`src/rtl/necir_pkg.sv`:
```
// Shared types and constants for the NEC IR frame decoder.
`default_nettype none

package necir_pkg;

    localparam int RUN_W    = 11;
    localparam int BCNT_W   = 6;
    localparam int DATA_W   = 32;
    localparam int BYTE_W   = 8;
    localparam int REP_W    = 8;
    localparam int PADDR_W  = 3;
    localparam int PDATA_W  = 32;

    localparam logic [RUN_W-1:0] RUN_MAX      = 11'd2047;
    localparam logic [RUN_W-1:0] LEAD_MIN     = 11'd80;
    localparam logic [RUN_W-1:0] LEAD_MAX     = 11'd100;
    localparam logic [RUN_W-1:0] ZERO_MIN     = 11'd3;
    localparam logic [RUN_W-1:0] ZERO_MAX     = 11'd8;
    localparam logic [RUN_W-1:0] ONE_MIN      = 11'd15;
    localparam logic [RUN_W-1:0] ONE_MAX      = 11'd19;
    localparam logic [RUN_W-1:0] RPT_MIN      = 11'd20;
    localparam logic [RUN_W-1:0] RPT_MAX      = 11'd25;
    localparam logic [RUN_W-1:0] HDR_MIN      = 11'd42;
    localparam logic [RUN_W-1:0] HDR_MAX      = 11'd48;
    localparam logic [RUN_W-1:0] TIMEOUT_RST  = 11'd1200;
    localparam logic [BCNT_W-1:0] BITS_FULL   = 6'd32;
    localparam logic [REP_W-1:0] REP_MAX      = 8'd255;

    // register index, taken from paddr bit 2
    localparam int REG_IDX_BIT = 2;
    localparam logic REG_SPACE_LEVEL = 1'b0;
    localparam logic REG_TIMEOUT     = 1'b1;

    typedef enum logic [2:0] {
        PH_IDLE   = 3'b001,
        PH_LEADER = 3'b010,
        PH_DATA   = 3'b100
    } phase_t;

    typedef struct packed {
        logic             space_level;
        logic [RUN_W-1:0] timeout_ticks;
    } cfg_t;

    typedef struct packed {
        logic [BYTE_W-1:0] address;
        logic [BYTE_W-1:0] address_inv;
        logic [BYTE_W-1:0] command;
        logic [BYTE_W-1:0] command_inv;
        logic [REP_W-1:0]  repeat_count;
        logic [BCNT_W-1:0] bits_received;
        logic              frame_valid;
        logic              repeat_seen;
        logic              frame_finished;
    } result_t;

endpackage

`default_nettype wire

```
`src/rtl/necir_core.sv`:
```
// Decode state and per-tick next-state / result logic.
`default_nettype none

module necir_core
    import necir_pkg::*;
(
    input  wire logic    clk,
    input  wire logic    rst_n,
    input  wire logic    accept,
    input  wire logic    line_level,
    input  wire cfg_t    cfg,
    output result_t      result
);

    logic [RUN_W-1:0]  space_run_reg, space_run_next;
    logic [RUN_W-1:0]  burst_run_reg, burst_run_next;
    phase_t            phase_reg, phase_next;
    logic [BCNT_W-1:0] bit_count_reg, bit_count_next;
    logic              rpt_pend_reg, rpt_pend_next;
    logic [DATA_W-1:0] data_reg, data_next;
    logic [REP_W-1:0]  repeats_reg, repeats_next;

    logic is_space;
    logic lead_burst;
    logic win_zero, win_one, win_rpt, win_hdr;
    logic bit_ok;
    logic valid_flag, rep_flag, fin_flag;

    assign is_space   = (line_level == cfg.space_level);
    assign lead_burst = (burst_run_reg >= LEAD_MIN) && (burst_run_reg <= LEAD_MAX);
    assign win_zero   = (space_run_reg >= ZERO_MIN) && (space_run_reg <= ZERO_MAX);
    assign win_one    = (space_run_reg >= ONE_MIN) && (space_run_reg <= ONE_MAX);
    assign win_rpt    = (space_run_reg >= RPT_MIN) && (space_run_reg <= RPT_MAX);
    assign win_hdr    = (space_run_reg >= HDR_MIN) && (space_run_reg <= HDR_MAX);
    assign bit_ok     = (phase_reg == PH_DATA) && (bit_count_reg < BITS_FULL);

    always_comb
    begin
        space_run_next = space_run_reg;
        burst_run_next = burst_run_reg;
        phase_next     = phase_reg;
        bit_count_next = bit_count_reg;
        rpt_pend_next  = rpt_pend_reg;
        data_next      = data_reg;
        repeats_next   = repeats_reg;
        valid_flag     = 1'b0;
        rep_flag       = 1'b0;
        fin_flag       = 1'b0;

        if (is_space)
        begin
            if (space_run_reg != RUN_MAX)
            begin
                space_run_next = space_run_reg + 1'b1;
            end
            if (lead_burst)
            begin
                if (phase_reg == PH_IDLE)
                begin
                    phase_next = PH_LEADER;
                end
                else if (phase_reg == PH_DATA && !rpt_pend_reg)
                begin
                    rpt_pend_next = 1'b1;
                end
            end
            burst_run_next = '0;
        end
        else
        begin
            if (burst_run_reg != RUN_MAX)
            begin
                burst_run_next = burst_run_reg + 1'b1;
            end
            if (win_zero || win_one)
            begin
                if (bit_ok)
                begin
                    if (win_one)
                    begin
                        data_next = data_reg | (DATA_W'(1) << bit_count_reg[4:0]);
                    end
                    bit_count_next = bit_count_reg + 1'b1;
                    valid_flag     = (bit_count_next == BITS_FULL);
                end
            end
            else if (win_rpt)
            begin
                if (rpt_pend_reg)
                begin
                    if (repeats_reg != REP_MAX)
                    begin
                        repeats_next = repeats_reg + 1'b1;
                    end
                    rpt_pend_next = 1'b0;
                    rep_flag      = 1'b1;
                end
            end
            else if (win_hdr)
            begin
                if (phase_reg == PH_LEADER)
                begin
                    phase_next = PH_DATA;
                end
            end
            space_run_next = '0;
        end

        if (space_run_next > cfg.timeout_ticks)
        begin
            fin_flag       = (bit_count_next == BITS_FULL);
            space_run_next = '0;
            burst_run_next = '0;
            phase_next     = PH_IDLE;
            bit_count_next = '0;
            rpt_pend_next  = 1'b0;
            data_next      = '0;
            repeats_next   = '0;
        end
    end

    always_ff @(posedge clk or negedge rst_n)
    begin
        if (!rst_n)
        begin
            space_run_reg <= '0;
            burst_run_reg <= '0;
            phase_reg     <= PH_IDLE;
            bit_count_reg <= '0;
            rpt_pend_reg  <= 1'b0;
            data_reg      <= '0;
            repeats_reg   <= '0;
        end
        else if (accept)
        begin
            space_run_reg <= space_run_next;
            burst_run_reg <= burst_run_next;
            phase_reg     <= phase_next;
            bit_count_reg <= bit_count_next;
            rpt_pend_reg  <= rpt_pend_next;
            data_reg      <= data_next;
            repeats_reg   <= repeats_next;
        end
    end

    assign result.address        = data_next[7:0];
    assign result.address_inv    = data_next[15:8];
    assign result.command        = data_next[23:16];
    assign result.command_inv    = data_next[31:24];
    assign result.repeat_count   = repeats_next;
    assign result.bits_received  = bit_count_next;
    assign result.frame_valid    = valid_flag;
    assign result.repeat_seen    = rep_flag;
    assign result.frame_finished = fin_flag;

endmodule

`default_nettype wire

```
`config.mk`:
```
export PLATFORM = sky130hd
export DESIGN_NAME = necir_core
export DESIGN_NICKNAME = d
export VERILOG_FILES = /design/src/rtl/necir_pkg.sv /design/src/rtl/necir_core.sv
export SDC_FILE = /design/constraint.sdc
export NUM_CORES = 1
export LEC_CHECK = 0
export BUFFER_PORTS_ARGS = -buffer_cell sky130_fd_sc_hd__clkbuf_2
export CORE_UTILIZATION = 53
export CTS_CLUSTER_DIAMETER = 50
export DETAILED_ROUTE_END_ITERATION = 10
export GPL_TIMING_DRIVEN = 0
export HOLD_SLACK_MARGIN = 0.06
export PLACE_DENSITY = 0.78
export SLEW_MARGIN = 25
export SYNTH_ARGS = -nofsm -noshare
export SYNTH_HDL_FRONTEND = slang
export SYNTH_SLANG_ARGS = --single-unit
```
`constraint.sdc`:
```
create_clock -name clk -period 3.82 [get_ports clk]
set_input_delay 0 -clock clk [delete_from_list [all_inputs] [get_ports clk]]
set_output_delay 0 -clock clk [all_outputs]
set_load 0.03 [all_outputs]
```
== Word level (Yosys, flattened, before mapping) ==
Cells that the tools add are included.
Operators by class
  shift operators: 1
  $mul: 0
  order comparisons: 12
  divide/modulo/power cells: 0
  add/subtract/negate cells: 4
  multiplexer cells: 44
  equal/unequal tests: 15
  reductions and logical operators: 16
  bitwise gates (word level): 1
Operators by type and width (number)
  $mux 32: 5
  $mux 11: 6
  $mux 8: 6
  $or 32x32->32: 1
  $shl 1x5->32 const A: 1
  $mux 3: 8
  $mux 6: 4
  $add 11x1->11 const B: 2
  $le 11x5->1 const B: 2
  $ne 11x11->1 const B: 2
  $mux 1: 15
  $eq 6x6->1 const B: 2
  $reduce_bool 3->1: 4
  $ge 11x2->1 const B: 1
  $ge 11x4->1 const B: 1
  $ge 11x5->1 const B: 1
  $ge 11x6->1 const B: 1
  $ge 11x7->1 const B: 1
  $gt 11x11->1: 1
  $le 11x4->1 const B: 1
  $le 11x6->1 const B: 1
  $le 11x7->1 const B: 1
  $ne 3x1->1 const B: 3
  $ne 3x2->1 const B: 3
  other kinds (14): 20
Word-level totals
  output and inout bits: 49
  RAM bits: 0
  input bits: 16
  latch bits: 0
  memory bits (read-only): 0
  memories: 0
  bits in registers: 72
  word-level logic and storage cells: 100

== Depth between registers and ports, before layout ==
Gate-level depths: netlist of run 1.
  word-level depth: 7
  mapped depth: 17
  mapped depth without buffers: 14

== Least setup slack after synthesis of run 1 ==
No wires, ideal clock.
  kind: register to output
  start: reg space_run_reg[1]
  end: out result[5] in the netlist's numbering
  path slack: -34 ps
  arrival time: 3854 ps
  buffers on the path: 3
  data required time: 3820 ps
  cell stages (with the launch flop): 16
  cells stage by stage: dfrtp_1 > ha_1 > and3_1 > nand4_1 > or2_2 > clkbuf_1 > and3_1 > nor2_1 > ha_1 > a21oi_1 > a211oi_1 > a2111oi_2 > nor2_1 > buf_2 > buf_1 > a211oi_1
RTL lines
  start: declaration: RTL line necir_core.sv:15  | logic [RUN_W-1:0] space_run_reg, space_run_next;
  start signal: assignment: RTL line necir_core.sv:136  | space_run_reg <= space_run_next;
  end: declaration: RTL line necir_core.sv:12  | output result_t result

== Worst setup path after layout of run 1 ==
  start: reg space_run_reg[1]
  end: out result[0] in the netlist's numbering
Between the ends
  cells in the longest elaborated chain, start to end: 7
  elaborated cells between the ends (all ways): 16
  those cells by class: 1 x add/sub; 5 x order compare; 2 x eq/ne; 5 x mux; 3 x reduce/logical
RTL lines
  branches (longest 6 deep; another with $add 11x1->11)
  $mux 1 (*): RTL line necir_core.sv:109  | if (space_run_next > cfg.timeout_ticks)
Mark *: on every way between the ends.

==> results of run 1 <==
-- placed cells by master, fill, tap and decap left out, types with 7 or more instances in the layout --
cell | netlist | final
a31oi_1 | 8 | 7
and3_1 | 8 | 7
clkbuf_8 | 0 | 9
dfrtp_1 | 71 | 67
a21oi_1 | 87 | 83
clkbuf_2 | 0 | 39
a21o_1 | 10 | 10
ha_1 | 24 | 23
nor4_1 | 14 | 14
nand3_1 | 21 | 20
buf_4 | 3 | 39
nand2_1 | 23 | 23
o21ai_0 | 24 | 24
nor2_2 | 0 | 16
inv_1 | 32 | 32
nor3_1 | 18 | 15
a22o_1 | 9 | 9
xnor2_1 | 10 | 9
nor2_1 | 103 | 87
clkbuf_1 | 22 | 14
nand4_1 | 12 | 12
buf_2 | 14 | 12
-- area by class of cell --
class / instances / area [um^2] / area share, %
Clock buffer: 9 / 124 / 2.04
Sequential cell: 72 / 1810 / 29.8
Inverter: 33 / 124 / 2.04
Timing Repair Buffer: 81 / 539 / 8.88
Tap cell: 108 / 135 / 2.23
Clock inverter: 7 / 105 / 1.73
Buffer: 41 / 253 / 4.16
Multi-Input combinational cell: 458 / 2980 / 49.1
-- repair_timing --
action,CTS,global route
setup buffers,6,9
gates cloned,1,0
resized for setup,43,100
hold buffers,1,0
endpoints found under the hold margin,48,0
endpoints found under the setup margin,118,79
pin swaps,4,9
-- logic make-up (layout without fill, tap and decap cells) --
| logic type | Yosys count | count (layout) |
|---|---|---|
| AOI/OAI and AO/OA | 170 | 170 |
| xor gates and xnor gates | 16 | 16 |
| and+or+nand+nor | 240 | 241 |
| DFF | 72 | 72 |
| muxes | 7 | 7 |
| adders and majority gates | 24 | 24 |
| buffers and inverters | 76 | 171 |
-- path summary, 6_finish.rpt --
check,slack [ps],cells after the start,from,to
min reg2reg,500,2,data_reg[1],data_reg[1]
min,180,2,rst_n,space_run_reg[3]
max reg2reg,210,14,space_run_reg[1],rpt_pend_reg
max,130,16,space_run_reg[1],result[0]
min in group clk,300,6,accept,rpt_pend_reg
max in group asynchronous,3040,3,rst_n,data_reg[26]
-- per-layer routing --
| metal | vias to the layer above | track usage, % | part of all wire (%) |
|---|---|---|---|
| met1 | 2444 | 40.8 | 45 |
| met4 | 0 | 8.73 | 1.8 |
| met3 | 28 | 3.79 | 6.1 |
| met5 | - | 0 | 0 |
| met2 | 201 | 47.0 | 47 |
| li1 | 2343 | - | - |
-- critical path, cell delays in order (launching register included) --
cell and delay [ps]:
dfrtp_2 410, ha_4 160, and3_4 210, nand4_1 160
or2_4 310, buf_4 150, a21oi_4 140, nor2_1 50
ha_1 330, nand3b_1 100, a211oi_2 310, a2111oi_4 70
or2_4 290, buf_8 140, a2111oi_4 180, buf_4 170
buf_6 120
-- Yosys cell counts (3+ instances only) --
master      n
and2_1      3
o21a_1      3
buf_4       3
buf_1       4
nand4_1    12
xor2_1      6
o21ai_0    24
nor2_1    103
nor2b_1     6
a22o_1      9
a21oi_1    87
a211oi_1    4
mux2_2      4
xnor2_1    10
o31ai_1     3
mux2i_1     3
buf_2      14
a31oi_1     8
inv_1      32
nand3_1    21
and4_1      4
nand2_1    23
nor3_1     18
nor3_4      3
a21o_1     10
ha_1       24
clkbuf_1   22
and3_1      8
dfrtp_1    71
nor4_1     14
-- per-stage QoR --
stage / TNS [ps] / total power [mW] / setup slack (ps)
2_1_floorplan: 0 / 1.00 / 46.2
3_3_place_gp: -53230 / 1.08 / -798
3_5_place_dp: -63140 / 1.10 / -868
4_1_cts: -2.40 / 1.81 / -1.12
5_1_grt: -47.0 / 1.90 / -11.5
6_report: 0 / 1.83 / 132
-- power breakdown --
part | total [mW] | switching (mW) | leakage [nW] | internal (mW)
Combinational | 0.309 | 0.195 | 1.81 | 0.114
Sequential | 0.812 | 0.0297 | 0.986 | 0.783
Clock | 0.705 | 0.329 | 0.112 | 0.376
==> results.cfg, run 1 <==
[synth]
synth_xor_area_share_pct = 2.85
synth_mux_area_share_pct = 1.53
ys_ff_latch = 72
syn_avg_cell_area_um2 = 8.13
synthDistinctLibCells = 66
async_reset_ff_share_pct = 100
synth_top_family_by_area = simple AND/OR/NAND/NOR gates
synthAdderAreaFrac_pct = 6.11
netlist.area_leader.share_pct = 36.1
synth_top_flop_cell = dfrtp_1
synth-compound-area-share_pct = 20.9
yosysSeqAreaShare_pct = 36.7
syn_nets = 645
yosys_warnings = 0
synth_top_area_cell = dfrtp_1
yosys.area_share.simple_pct = 25.5
syn_area_mm2 = 0.00492
ys_top_cells_by_area = dfrtp_1 (36%), a21oi_1 (8.9%), nor2_1 (7.9%), ha_1 (6.1%), o21ai_0 (2.4%)
syn_inst = 605
synth_edf_count = 0

[power]
ir_drop_v = 0.000242
p_per_area_mw_per_mm2 = 301
power_leakage_nw = 2.91

[finish]
diodes = 0
final_util_pct = 68.6
syn_to_final_growth_pct = 23.5
largest_reg_flops = 32
drive_gt1_share_pct = 26.0
num-fill-cells = 716
fin_area_mm2 = 0.00607
final_cell_count_no_fill = 809
nets = 736

[detailed_routing]
dr.pass1.iters = 7
via_count = 5016
first_iter_violations = 560
routed_wl_um = 13800
avgViaCountPerCell = 6.20
wl_per_cell_um = 17.1
antenna_left = 0
drt_drc_violations_left = 0

[critical_path]
end_kind = primary output
required_ps = 3820
crit_fanout = 5
arrival_ps = 3690
startpoint_type = flop
crit_type = flop to primary output

[sta]
finalHoldViolCount = 0
maxSlewViolCount = 0
fmax_mhz = 271
tightest_slew_ps = 799
period_minus_slack_ps = 3690
min_period_over_period_pct = 96.5
slew_headroom_pct = 45.9
finalSetupViolCount = 0
skew_ps = 14.2
whs_ps = 179

[die]
fp.dieH_um = 98.3
num_rows = 34
io_pins = 65
dieArea_mm2 = 0.00966
design.core.area_mm2 = 0.00885
fp.dieW_um = 98.3
start_util_pct = 55.6

[worst_hold_path]
worst_hold_path_type = input port to asynchronous set/reset pin

[placement]
io_buffers = 64
placed_cells = 778
hpwlAfterDp_um = 9630
gp_congestion = 0.880
dpl_cell_area_mm2 = 0.00540

[global_route]
grt_pass1_wl_um = 22500
grt_start_max_net_pins = 40
grt_usage_pct = 29.1
grt_antenna_before_repair = 0
overflow = 0
grt_pass1_vias = 4673

[cts]
htree_levels = 3
cts-root-buf = clkbuf_8
clk_pin_slew_ps = 90
clock-sinks = 72
cts_inserted_buffers = 9
worstSkewPairLatency_ps = 360
clock_path_buffers = 2
cts_tree = yes

[run_status]
status = complete, no violations

[flow_run]
drv_cap = 0
(Power assumes the default switching activity.)
==> run 2: changes to the inputs <==
--- a/config.mk
+++ b/config.mk
@@ -14,2 +14,3 @@
 export PLACE_DENSITY = 0.78
+export RECOVER_POWER = 100
 export SLEW_MARGIN = 25
--- a/constraint.sdc
+++ b/constraint.sdc
@@ -3,2 +3,2 @@
 set_output_delay 0 -clock clk [all_outputs]
-set_load 0.03 [all_outputs]
+set_load 0.02 [all_outputs]
==> results.cfg, run 2 (synthesis results as in run 1) <==
[run_status]
status = finished with violations
violations = capacitance limit, slew limit, setup timing

[placement]
place_ws_ps = -777
hpwlAfterDp_um = 9560
gp_congestion = 0.878
io_buffers = 64
dpl_cell_area_mm2 = 0.00539

[sta]
fmax_mhz = 261
finalSetupTns_ps = -14.4
tightest_slew_ps = 2210
finalSetupViolCount = 2
rsz0062_at_grt = yes
slew_headroom_pct = -47.2
maxSlewViolCount = 42
fin_ws_ps = -10.7
finalHoldViolCount = 0
period_minus_slack_ps = 3830
min_period_over_period_pct = 100
skew_ps = 11.8

[finish]
largest_reg_flops = 32
fin_area_mm2 = 0.00624
num-fill-cells = 658
syn_to_final_growth_pct = 26.9
seqCellArea_mm2 = 0.00181
nets = 738
final_cell_mix = nor2_1 (86), a21oi_1 (82), dfrtp_1 (67), buf_4 (39), clkbuf_2 (36)
drive_gt1_share_pct = 25.9
multi_input_area_mm2 = 0.00299
diodes = 0
final_common_cell = nor2_1

[detailed_routing]
drt_drc_violations_left = 0
routed_wl_um = 14700
avgViaCountPerCell = 6.27
via_count = 5085
antenna_left = 0
first_iter_violations = 593
dr.pass1.iters = 8
wl_per_cell_um = 18.1

[critical_path]
reg2reg_slack_ps = 110
timing.rr.end = rpt_pend_reg
r2r_start = space_run_reg[2]
end_kind = primary output
crit_fanout = 10
arrival_ps = 3830
crit_type = flop to primary output
startpoint_type = flop
r2r_cells = 14
required_ps = 3820

[power]
power_mw = 2.02
power_leakage_nw = 2.96
p_per_area_mw_per_mm2 = 323
ir_drop_v = 0.000340

[worst_hold_path]
min_from = accept
worst_hold_path_type = input port to flop
hold_path_end = rpt_pend_reg
min_path_cells = 6

[global_route]
overflow = 0
grt_start_max_net_pins = 42
grt_pass1_wl_um = 22700
grt_pass1_vias = 4716
grt_antenna_before_repair = 0
grt_usage_pct = 29.7

[die]
start_util_pct = 55.6
fp.dieW_um = 98.3
num_rows = 34
dieArea_mm2 = 0.00966
io_pins = 65
fp.dieH_um = 98.3
design.core.area_mm2 = 0.00885

[cts]
clk_pin_slew_ps = 70
cts_inserted_buffers = 9
worstSkewPairLatency_ps = 350
cts-root-buf = clkbuf_8
htree_levels = 3
cts_tree = yes
clock_path_buffers = 2
clock-sinks = 72

[flow_run]
drv_cap = 1
## run 2: changes by cell type in the layout (fill, tap and decap cells not counted), moves of 2 or more
| cell | previous run | this run |
|---|---|---|
| clkbuf_4 | 6 | 1 |
| clkbuf_16 | 0 | 2 |
| clkbuf_2 | 39 | 36 |
| clkinv_4 | 3 | 0 |
| nor2_4 | 2 | 8 |
| buf_8 | 3 | 0 |
| buf_6 | 6 | 15 |
| nor3_2 | 2 | 0 |
| buf_12 | 1 | 3 |
| nor3_1 | 15 | 18 |
| bufinv_16 | 2 | 5 |
| nor2_2 | 16 | 11 |
## run 2: worst max-delay path by stage
stage / start / end / cells past startpoint / slack, ps
after CTS: space_run_reg[0] / result[0] / 16 / 9
after global routing: space_run_reg[2] / result[30] / 16 / -120
final: space_run_reg[2] / result[30] / 16 / -10
after global placement: space_run_reg[1] / result[6] / 18 / -760
after floorplan: space_run_reg[1] / result[5] / 15 / 180
after detailed placement: space_run_reg[0] / result[6] / 18 / -780
## run 2: final cells by class
cell class / count / area share (%)
Inverter: 33 / 1.99
Clock buffer: 9 / 1.99
Buffer: 41 / 4.47
Clock inverter: 7 / 2.67
Tap cell: 108 / 2.17
Timing Repair Buffer: 84 / 9.79
Sequential cell: 72 / 29.0
Multi-Input combinational cell: 457 / 47.9
## run 2: what timing repair did
action                                  in CTS  in global routing
setup buffers                                7                 10
endpoints found under the setup margin     118                 82
cloned                                       0                  2
pin swaps                                    3                 12
hold endpoints to repair                    40                  0
resized for setup                           42                117
hold buffers                                 1                  0
## run 2: metrics by stage
step,util (%),hold slack [ps],std cells
6_report,70.5,290,811
5_1_grt,70.5,329,811
4_1_cts,66.4,231,800
3_5_place_dp,61.0,67.7,778
3_3_place_gp,60.7,476,777
2_1_floorplan,-,-296,605
## run 2: power by group
group / switching (mW) / internal [mW]
combinational: 0.206 / 0.126
clock: 0.304 / 0.568
sequential: 0.0307 / 0.783
total: 0.541 / 1.48
## run 2: metal layers
layer | part of all wire, % | track usage, % | up-vias
li1 | - | - | 2335
met2 | 48 | 48.7 | 248
met4 | 2.2 | 9.64 | 0
met5 | 0 | 0 | -
met3 | 7.6 | 5.23 | 49
met1 | 42 | 39.9 | 2453
## run 2: worst max-delay path: stages, from the launching register on
cell and delay [ps]:
dfrtp_1 420, buf_6 140, and3_4 210, nand4_1 130, or2_4 300, and3_1 210
nor2_1 160, ha_1 290, a21oi_2 200, a211oi_2 110, a2111oi_4 420, nor2_2 100
buf_6 170, buf_12 150, buf_6 140, nor2_1 160, buf_4 170
